`config.mk`:
```
export PLATFORM = sky130hd
export DESIGN_NAME = drs_cell
export DESIGN_NICKNAME = d
export VERILOG_FILES = /design/src/sv/drs_pkg.sv /design/src/sv/drs_cell.sv
export SDC_FILE = /design/constraint.sdc
export NUM_CORES = 1
export LEC_CHECK = 0
export ABC_CLOCK_PERIOD_IN_PS = 3600
export BUFFER_PORTS_ARGS = -buffer_cell sky130_fd_sc_hd__buf_2
export CAP_MARGIN = 20
export CORE_MARGIN = 1.5
export CORE_UTILIZATION = 45
export CTS_CLUSTER_DIAMETER = 80
export DETAILED_ROUTE_END_ITERATION = 10
export GPL_TIMING_DRIVEN = 0
export PLACE_DENSITY_LB_ADDON = 0.25
export SKIP_CTS_REPAIR_TIMING = 1
export SLEW_MARGIN = 20
export SYNTH_ARGS = -nofsm -noshare
export SYNTH_HDL_FRONTEND = slang
export SYNTH_SLANG_ARGS = --single-unit
```
`constraint.sdc`:
```
create_clock -name clk_i -period 3.6 [get_ports clk_i]
set_clock_uncertainty 0.05 [all_clocks]
set_input_delay 0.54 -clock clk_i [delete_from_list [all_inputs] [get_ports clk_i]]
set_output_delay 0.54 -clock clk_i [all_outputs]
set_load 0.03 [all_outputs]
```
`src/sv/drs_pkg.sv`:
```
`timescale 1ns / 1ps
package drs_pkg;

  localparam int MAX_LEN = 64;
  localparam int CNT_W   = $clog2(MAX_LEN + 1);

  typedef struct packed {
    logic signed [31:0] value;
    logic               last;
  } in_t;

  typedef struct packed {
    logic signed [31:0] sorted_value;
    logic               end_of_run;
    logic               overflow;
  } res_t;

  typedef struct packed {
    logic signed [31:0] value;
    logic               valid;
  } slot_t;

  typedef struct packed {
    logic ins;
    logic shift;
  } cell_ctl_t;

  typedef enum logic {
    ST_LOAD,
    ST_EMIT
  } state_e;

endpackage

```
`src/sv/drs_cell.sv`:
```
`timescale 1ns / 1ps
module drs_cell (
  input  logic               clk_i,
  input  logic               rst_ni,
  input  drs_pkg::cell_ctl_t ctl_i,
  input  logic signed [31:0] x_i,
  input  drs_pkg::slot_t     left_i,
  input  logic               left_gt_i,
  input  drs_pkg::slot_t     right_i,
  output drs_pkg::slot_t     slot_o,
  output logic               gt_o
);
  import drs_pkg::*;

  logic signed [31:0] value_q, value_d;
  logic               valid_q, valid_d;

  assign gt_o   = !valid_q || (x_i > value_q);
  assign slot_o = '{value: value_q, valid: valid_q};

  always_comb begin
    value_d = value_q;
    valid_d = valid_q;
    if (ctl_i.shift) begin
      value_d = right_i.value;
      valid_d = right_i.valid;
    end else if (ctl_i.ins) begin
      if (left_gt_i) begin
        value_d = left_i.value;
        valid_d = left_i.valid;
      end else if (gt_o) begin
        value_d = x_i;
        valid_d = 1'b1;
      end
    end
  end

  always_ff @(posedge clk_i or negedge rst_ni) begin
    if (!rst_ni) begin
      valid_q <= 1'b0;
    end else begin
      valid_q <= valid_d;
    end
  end

  always_ff @(posedge clk_i) begin
    value_q <= value_d;
  end

endmodule

```
Word-level counts from Yosys, hierarchy flattened

Cells that the tools add are included.

$lt $le $gt $ge: 1
Mux-type cells: 8
Reduce and logical (&&, ||, !) cells: 5

Operator list:

| cell                | count |
|---|---|
| two-way mux 32 bit  | 4 |
| > comparator 32 bit | 1 |
| two-way mux 1 bit   | 4 |
| nonzero test 3 bit  | 1 |
| AND reduction 2 bit | 1 |
| nonzero test 2 bit  | 1 |
| logical NOT 1 bit   | 1 |
| logical OR 1 bit    | 1 |

Register bits: 33
Input bits: 103
Output and inout bits: 34
Word-level logic and storage cells: 16

Longest topological paths before layout

Depth in word-level cells: 6
Mapped depth: 9
Depth with buffers taken out: 9

Worst setup path before layout

OpenSTA, ideal clock, no wires.

Path type: flip-flop to flip-flop
Start point: reg value_q[19]
End point: reg value_q[0], enable pin
Library setup time: 388 ps
Arrival: 2574 ps
Data required time: 3162 ps
Setup slack: 588 ps
Stages on the path, launching flop included: 10
Buffers on the path: 0
Period minus slack after synthesis: 3012 ps
Cell sequence: edfxtp_1 -> inv_1 -> ha_1 -> a21oi_2 -> o21ai_1 -> a221oi_2 -> o211ai_1 -> a31o_1 -> o21bai_1 -> a21o_1

Longest elaborated chain between the ends: 4

Ends and longest elaborated chain:

| element                       | line           | source |
|---|---|---|
| start, declared               | drs_cell.sv:15 | `logic signed [31:0] value_q, value_d;` |
| start signal, assigned        | drs_cell.sv:47 | `value_q <= value_d;` |
| > comparator 32 bit           | drs_cell.sv:18 | `assign gt_o = !valid_q \|\| (x_i > value_q);` |
| logical OR 1 bit              | drs_cell.sv:18 |  |
| nonzero test 3 bit (no line)  | -              |  |
| AND reduction 2 bit (no line) | -              |  |

No other way between the ends.
A chain may end at the register's enable or synchronous reset.

Worst setup path in the final report

Start point: reg value_q[30]
End point: out gt_o

Longest elaborated chain between the ends: 2

Ends and longest elaborated chain:

| element             | line           | source |
|---|---|---|
| > comparator 32 bit | drs_cell.sv:18 |  |
| logical OR 1 bit    | drs_cell.sv:18 |  |
| end, declared       | drs_cell.sv:11 | `output logic gt_o` |

No other way between the ends.

==> run summary <==
Final Critical Period: 2980 ps
All-Layer GR Usage: 23.2%
Setup crit end: gt_o
Setup crit start: value_q[30]
R2R depth: 9
hold slack: 475 ps
Max-Cap Viols: 0
relative slew slack: 48.4%
max-slew violation count: 0
Design Power: 1.21 mW
CP max FO: 3
initial antenna violation count: 0
Yosys reg bits: 33
# rows: 27
drt initial violations: 129
fillcell total: 513
status: completed
CTS tree: built
Clk Tree Root Cell: clkbuf_8
syn_nets: 411
Area growth syn-to-layout: 33.6%
detailed-router iteration count before antenna repair: 4
WP data required: 3010 ps
Worst-path clk slew: 70 ps
RSZ-0062 raised after global routing: no
final wirelength: 6.84 mm
Synth area leader: edfxtp_1
Ys Warns: 0
Setup CP Type: flop to output port
Worst R2R Setup Slack: 660 ps
die width: 78.3 µm
Finished Layout Cells: 492
most frequent cells in the layout: buf_2 (138), nand2_1 (46), inv_1 (36)
Seq/Total Area, Yosys: 38.7%
Cells after Synth: 276
EDFF count, synth: 32
RR Endpoint: value_q[15]
Worst R2R Start: value_q[30]
RePlAce Congestion: 0.821
Max Clk Rate: 335 MHz
global-route wire length before repair: 11.0 mm
core outline area: 5470 µm²
Critical Path Source Type: flop
vias post-DR: 2490
worst vdd ir: 0.000190 V
hold path startpoint: right_i[28]
total congestion overflow: 0
Post-route DRC: 0
Post-synth ARST share: 3.03%
syn avg cell area: 9.24 µm²
Worst Tran Pin Value: 774 ps
Tcrit/Tclk final: 82.9%
TritonCTS Buffers: 5
vias in the first global route: 2451
clk sink count: 33
placed wire-length estimate: 5.38 mm
crit end category: output port
post-synth top area share: 37.7%
Avg WL per Cell: 13.9 µm
pin count of the biggest net entering global routing: 33
chip height: 78.3 µm
final setup fails: 0
Top FF cell, synth: edfxtp_1
Post-Synthesis Cell Area: 2550 µm²
port bufs: 135
Final nets: 554
Max Root-Sink Buffers: 2
die area: 6130 µm²
Worst-Skew Late Latency: 290 ps
Critical Path AT: 2390 ps
post-synth cell types: 32
Leak: 1.79 nW
leading post-synthesis cells by cell area: edfxtp_1 (38%), ha_1 (16%), mux2i_1 (13%)
PwrDens: 356 nW/µm²
Post-DP Area: 3320 µm²
# placed instances: 483
ANT nets after route: 0
Antenna Cells: 0
commonest non-fill, non-tap cell in the layout: buf_2
layout cell share with drive strength beyond 1: 35.5%
H-Tree Depth: 2
I/O Pins: 137
Vias/cell: 5.06
Starting Density: 46.6%
design area: 3410 µm²
HP Class: input port to flop
final hold vios: 0
[worst max-delay path: stages (launching register included)]
cell      delay (ps)
edfxtp_1         390
inv_1             70
ha_1             270
a21oi_1          210
nand2_1          100
a221oi_2         210
o211ai_1         170
a31o_1           280
nor2_1           170
buf_2            240
[cell families after synthesis]
| family | count (synthesis) | share of synthesized area (%) |
|---|---|---|
| adder cells (fa/ha/maj) | 32 | 15.7 |
| buffers and inverters | 48 | 7.36 |
| flip-flops | 33 | 38.7 |
| multiplexers | 32 | 12.6 |
| AND/OR/NAND/NOR | 70 | 12.0 |
| AO/OA/AOI/OAI | 61 | 13.7 |
[routing by layer]
metal,global-route usage [%],wire length [µm],vias up,part of all wire (%)
met5,0,0,-,0
met2,41.7,3460,82,51
met1,27.6,2920,1140,43
met3,4.42,329,9,4.8
li1,-,-,1259,-
met4,7.86,118,0,1.7
[where the power goes]
group,internal [mW],total [mW],switching (mW)
clock,0.137,0.277,0.139
sequential,0.477,0.499,0.0226
combinational,0.167,0.439,0.272
[worst min path at each step]
| stage | to | slack, ps | cells past startpoint |
|---|---|---|---|
| 2_1_floorplan | valid_q | 190 | 0 |
| 3_3_place_gp | valid_q | 270 | 1 |
| 3_5_place_dp | valid_q | 270 | 1 |
| 4_1_cts | valid_q | -40 | 1 |
| 5_1_grt | value_q[27] | 480 | 3 |
| 6_report | value_q[27] | 480 | 3 |
[sequential cells by signal (all words and copies together) (netlist names)]
register	flops
value_q	32
valid_q	1
[final cells by class]
| class | count | area [µm²] | share of cell area [%] |
|---|---|---|---|
| well taps | 72 | 90.1 | 2.64 |
| flip-flops and latches | 33 | 986 | 28.9 |
| multi-input cells | 195 | 1380 | 40.4 |
| plain buffers | 12 | 52.6 | 1.54 |
| repair buffers | 136 | 686 | 20.1 |
| clock buffers | 8 | 80.1 | 2.35 |
| inverters | 36 | 135 | 3.97 |
[synth_stat cells, drive strengths merged (2+ instances only)]
master,number
nand2,46
inv,36
o21ai,36
edfxtp,32
ha,32
mux2i,32
a21oi,15
clkbuf,8
nand3,6
nand4,6
nor2,6
buf,4
a221oi,2
nor4,2
o211ai,2
[through the flow]
stage	TNS (ps)	utilization, %	worst slack [ps]
3_3_place_gp	-3160	60.6	-99.9
6_report	0	62.3	617
5_1_grt	0	62.3	393
2_1_floorplan	0	-	588
4_1_cts	0	62.1	564
3_5_place_dp	0	60.6	341
No activity file was read; power rests on OpenSTA's default activity.
