===== config.mk =====
export PLATFORM = sky130hd
export DESIGN_NAME = drs_ctrl
export DESIGN_NICKNAME = d
export VERILOG_FILES = /design/src/sv/drs_pkg.sv /design/src/sv/drs_ctrl.sv
export SDC_FILE = /design/constraint.sdc
export NUM_CORES = 1
export LEC_CHECK = 0
export ABC_AREA = 1
export CAP_MARGIN = 20
export CORE_ASPECT_RATIO = 1.25
export CORE_UTILIZATION = 60
export CTS_CLUSTER_SIZE = 25
export DETAILED_ROUTE_END_ITERATION = 7
export DONT_BUFFER_PORTS = 1
export GPL_ROUTABILITY_DRIVEN = 0
export PLACE_DENSITY = 0.82
export SLEW_MARGIN = 15
export SYNTH_ARGS = -nofsm -noshare
export SYNTH_HDL_FRONTEND = slang
export SYNTH_SLANG_ARGS = --single-unit

===== constraint.sdc =====
create_clock -name clk_i -period 1.7 [get_ports clk_i]
set_input_delay 0.51 -clock clk_i [delete_from_list [all_inputs] [get_ports clk_i]]
set_output_delay 0.51 -clock clk_i [all_outputs]
set_load 0.03 [all_outputs]

===== src/sv/drs_pkg.sv =====
`timescale 1ns / 1ps
package drs_pkg;

  localparam int MAX_LEN = 64;
  localparam int CNT_W   = $clog2(MAX_LEN + 1);

  typedef struct packed {
    logic signed [31:0] value;
    logic               last;
  } in_t;

  typedef struct packed {
    logic signed [31:0] sorted_value;
    logic               end_of_run;
    logic               overflow;
  } res_t;

  typedef struct packed {
    logic signed [31:0] value;
    logic               valid;
  } slot_t;

  typedef struct packed {
    logic ins;
    logic shift;
  } cell_ctl_t;

  typedef enum logic {
    ST_LOAD,
    ST_EMIT
  } state_e;

endpackage


===== src/sv/drs_ctrl.sv =====
`timescale 1ns / 1ps
module drs_ctrl (
  input  logic               clk_i,
  input  logic               rst_ni,
  input  logic               start,
  input  logic               last_i,
  output logic               busy,
  output drs_pkg::cell_ctl_t ctl_o,
  output logic               strobe_o,
  output logic               end_o,
  output logic               ovf_o
);
  import drs_pkg::*;

  state_e           state_q, state_d;
  logic [CNT_W-1:0] count_q, count_d;
  logic [CNT_W-1:0] remain_q, remain_d;
  logic             ovf_seen_q, ovf_seen_d;
  logic             ovf_run_q, ovf_run_d;
  logic             full;
  logic             accept;

  assign full   = (count_q == CNT_W'(MAX_LEN));
  assign accept = start && (state_q == ST_LOAD);

  always_comb begin
    state_d    = state_q;
    count_d    = count_q;
    remain_d   = remain_q;
    ovf_seen_d = ovf_seen_q;
    ovf_run_d  = ovf_run_q;
    unique case (state_q)
      ST_LOAD: begin
        if (accept) begin
          if (last_i) begin
            state_d    = ST_EMIT;
            remain_d   = full ? count_q : count_q + CNT_W'(1);
            ovf_run_d  = ovf_seen_q || full;
            count_d    = '0;
            ovf_seen_d = 1'b0;
          end else if (full) begin
            ovf_seen_d = 1'b1;
          end else begin
            count_d = count_q + CNT_W'(1);
          end
        end
      end
      ST_EMIT: begin
        remain_d = remain_q - CNT_W'(1);
        if (remain_q == CNT_W'(1)) begin
          state_d = ST_LOAD;
        end
      end
      default: state_d = ST_LOAD;
    endcase
  end

  always_comb begin
    busy      = 1'b0;
    ctl_o     = '0;
    strobe_o  = 1'b0;
    end_o     = 1'b0;
    ovf_o     = 1'b0;
    unique case (state_q)
      ST_LOAD: begin
        ctl_o.ins = accept && !full;
      end
      ST_EMIT: begin
        busy        = 1'b1;
        ctl_o.shift = 1'b1;
        strobe_o    = 1'b1;
        end_o       = (remain_q == CNT_W'(1));
        ovf_o       = ovf_run_q;
      end
      default: busy = 1'b0;
    endcase
  end

  always_ff @(posedge clk_i or negedge rst_ni) begin
    if (!rst_ni) begin
      state_q    <= ST_LOAD;
      count_q    <= '0;
      remain_q   <= '0;
      ovf_seen_q <= 1'b0;
      ovf_run_q  <= 1'b0;
    end else begin
      state_q    <= state_d;
      count_q    <= count_d;
      remain_q   <= remain_d;
      ovf_seen_q <= ovf_seen_d;
      ovf_run_q  <= ovf_run_d;
    end
  end

endmodule


==> After elaboration in Yosys (flattened, before gate mapping) <==
Cells that the tools add are included.
{ "totals": {"reg_bits": 17, "in_bits": 4, "output_inout_bits": 6, "elab_cells": 36} }
{ "op_classes": {"add_sub_neg": 2, "n_eq_ne": 4, "mux": 15, "bitwise": 1, "n_reduce_logical": 9} }
{ "op_table": {"columns": ["op", "n"], "rows": [
  ["7-bit two-way mux", 4],
  ["7-bit one-hot mux with 2 select lines", 1],
  ["1-bit two-way mux", 9],
  ["7-bit by 1-bit adder with 7-bit output, second input constant", 1],
  ["7-bit by 1-bit equality test with 1-bit output, second input constant", 1],
  ["7-bit equality test, second input constant", 1],
  ["7-bit by 1-bit subtractor with 7-bit output, second input constant", 1],
  ["3-bit AND reduction", 2],
  ["2-bit inequality test, second input constant", 2],
  ["2-bit AND reduction", 2],
  ["1-bit logical AND", 2],
  ["1-bit one-hot mux with 2 select lines", 1],
  ["2-bit nonzero test", 1],
  ["1-bit zero test", 1],
  ["1-bit logical OR", 1],
  ["1-bit inverter", 1]
]} }

==> Longest topological paths before layout <==
{ "logic_depth": {"ltp_word": 5, "ltp_mapped": 8, "ltp_nobuf": 8} }

==> Least setup slack after synthesis <==
Ideal clock, no wire load.
{ "synth_timing": {"path_type": "register -> output", "from": "register state_q", "to": "output end_o", "t_arrival_ns": 1.229, "required_time_ns": 1.190, "slack_ns": -0.039, "path_stages_with_launch": 3, "path_buffers": 0, "path_cell_list": "dfrtp_1 > nand3_1 > nor2_1"} }
{ "synth_via": {"elab_chain_cells": 1} }
{ "synth_rtl": {"columns": ["item", "line_no", "rtl"], "rows": [
  ["from (decl)", "drs_ctrl.sv:15", "state_e state_q, state_d;"],
  ["from (signal assigned)", "drs_ctrl.sv:87", "state_q <= state_d;"],
  ["1-bit two-way mux", "drs_ctrl.sv:64", "unique case (state_q)"],
  ["to (decl)", "drs_ctrl.sv:10", "output logic end_o,"]
]} }
Every way passes these cells.

==> metrics.yaml <==
drt_wl_total_um: 3050
hpwl_um: 1810
antenna_found_initial: 0
report.final.setup_viol: 2
total_leakage_power_nw: 0.611
cts-root-buf: "clkbuf_4"
die_y_um: 48.7
antenna_cells: 0
grt_pass1_wl_um: 4890
drive_gt1_share_pct: 26.9
synth.cell_area_um2: 1050
mostFrequentLayoutCells: "nand2_1 (34), dfrtp_1 (16), inv_1 (15), nand3_1 (15), buf_4 (15)"
cp_slowest_cell: "dfrtp_1"
final_hold_viol_count: 0
cp_top_family: "flip-flops"
cts_sinks: 17
area_growth_pct: 21.3
synth_cells: 142
cp.required_ns: 1.19
htree_levels: 1
start_util_pct: 65.3
slew_violations: 0
clk_pin_slew_worst_paths_ns: 0.10
hold_ws_ns: 0.372
synth-warning-count: 0
period_needed_ns: 1.84
grt_max_degree: 18
worst_slack_ns: -0.140
worstMarginPinSlew_ns: 0.791
wl_per_cell_um: 17.1
crit_path_end_kind: "primary output"
fmax_ghz: 0.544
crit_type: "reg -> out"
first_pass_iters: 4
antenna_left: 0
status: "finished with violations"
die_w_um: 39.3
rsz0062_at_grt: "true"
fin_crit_sh_pct: 108
avgSynthCellArea_um2: 7.37
grt_overflow: 0
p_per_area_nw_per_um2: 1780
worstSkewPairLatency_ns: 0.30
start_kind: "flop"
ys_ff_latch: 17
violations: "setup timing"
drc: 0
synth_cell_types: 23
irDropWorstVdd_mv: 1.04
crit_path_max_fanout: 2
drt-initial-drc-count: 50
syn_nets: 150
nets: 169
coreArea_um2: 1600
pin_count: 10
cts_tree: "yes"
arrival_ns: 1.33
crit_buf_inv: 3
track_usage_pct: 37.0
grt_pass1_vias: 1064
fin_worst_skew_ns: 0.00168
drv_cap: 0
relSlewSlack_pct: 47.1
cp_cell_sequence: "inv_2 > ha_4 > nand2_2 > inv_2 > nand3_2 > nand2_2 > inv_4"
final_common_cell: "nand2_1"
slowest_delay_ns: 0.42
rows: 16
vias_per_cell: 6.13
port_buffers: 0
num_vias: 1091
min_path_type: "in -> reg"
ys_seq_area_share_pct: 40.7
clockBufferDepth: 2
dieArea_um2: 1920
numCtsBuffers: 3
utilization_pct: 79.2
[worst min-delay path, cell delays in order]
cell	delay, ns
nor2_4	0.03
nand2_1	0.06
nand2_1	0.04
[flip-flops by register name (all words and copies together) (netlist names)]
name	cells
count_q	7
remain_q	7
ovf_run_q	1
ovf_seen_q	1
state_q	1
[synthesized netlist by cell type, drive strengths merged]
library cell / number / area (µm²)
o21ai: 9 / 48.8
a21oi: 4 / 23.8
inv: 23 / 91.3
buf: 2 / 15.0
nand3: 18 / 103
a31oi: 1 / 6.26
o221ai: 1 / 8.76
nand2: 38 / 150
dfrtp: 17 / 425
ha: 4 / 50.1
o22ai: 1 / 6.26
nand4: 3 / 18.8
a21boi: 1 / 7.51
nor2: 19 / 86.3
nor3: 1 / 5.00
[area by class of cell]
cell class / count / area, µm²
well taps: 18 / 22.5
clock buffers: 4 / 26.3
inverters: 23 / 93.8
repair buffers: 16 / 123
multi-input cells: 100 / 577
fillers: 113 / 333
flip-flops and latches: 17 / 427
[report_power, final]
group          switching [mW]  leakage [nW]  internal, mW
combinational           0.798         0.382         0.493
clock                   0.135        0.0150        0.0916
sequential              0.181         0.214         0.560
[kinds of logic after synthesis]
| kind of cell | count (synthesis) | synth area share (%) |
|---|---|---|
| fa+ha+maj | 4 | 4.78 |
| compound gates | 17 | 9.69 |
| flops | 17 | 40.7 |
| buf+inv | 25 | 10.2 |
| simple gates | 79 | 34.7 |
[timing repair]
action | 4_1_cts | 5_1_grt
hold buffers | 1 | 0
pin swaps | 4 | 4
endpoints found under the setup margin | 2 | 2
endpoints found under the hold margin | 17 | 0
setup buffers | 6 | 4
cloned | 0 | 0
gates resized for setup | 18 | 2
[through the flow]
| stage | setup TNS [ns] | cells | instance area, µm² | worst slack (ns) | power [mW] |
|---|---|---|---|---|---|
| after global placement | 0 | 163 | 1090 | 0.154 | 1.60 |
| after detailed placement | 0 | 163 | 1090 | 0.0948 | 1.67 |
| after global routing | -0.279 | 178 | 1270 | -0.173 | 2.39 |
| final | -0.196 | 178 | 1270 | -0.140 | 2.26 |
| after CTS | -0.0887 | 174 | 1230 | -0.0805 | 2.10 |
| after floorplan | 0 | 142 | 1050 | 0.0418 | 1.45 |
[worst paths after layout]
kind	startpoint	end	slack (ns)	depth (start not counted)
setup / recovery	count_q[0]	ctl_o[1]	-0.14	7
hold / removal	last_i	count_q[6]	0.37	3
setup reg to reg	remain_q[0]	remain_q[6]	0.18	7
hold reg to reg	ovf_seen_q	ovf_seen_q	0.54	2
max in group asynchronous	rst_ni	state_q	0.43	1
min in group asynchronous	rst_ni	remain_q[6]	0.73	1
[metal layers]
metal | wire length [µm] | global-route usage [%] | part of all wire, % | vias up
li1 | - | - | - | 495
met1 | 1060 | 37.0 | 35 | 517
met2 | 1660 | 63.1 | 54 | 60
met3 | 191 | 11.5 | 6.3 | 19
met4 | 138 | 21.3 | 4.5 | 0
met5 | 0 | 0 | 0 | -
No activity file was read; power rests on OpenSTA's default activity.
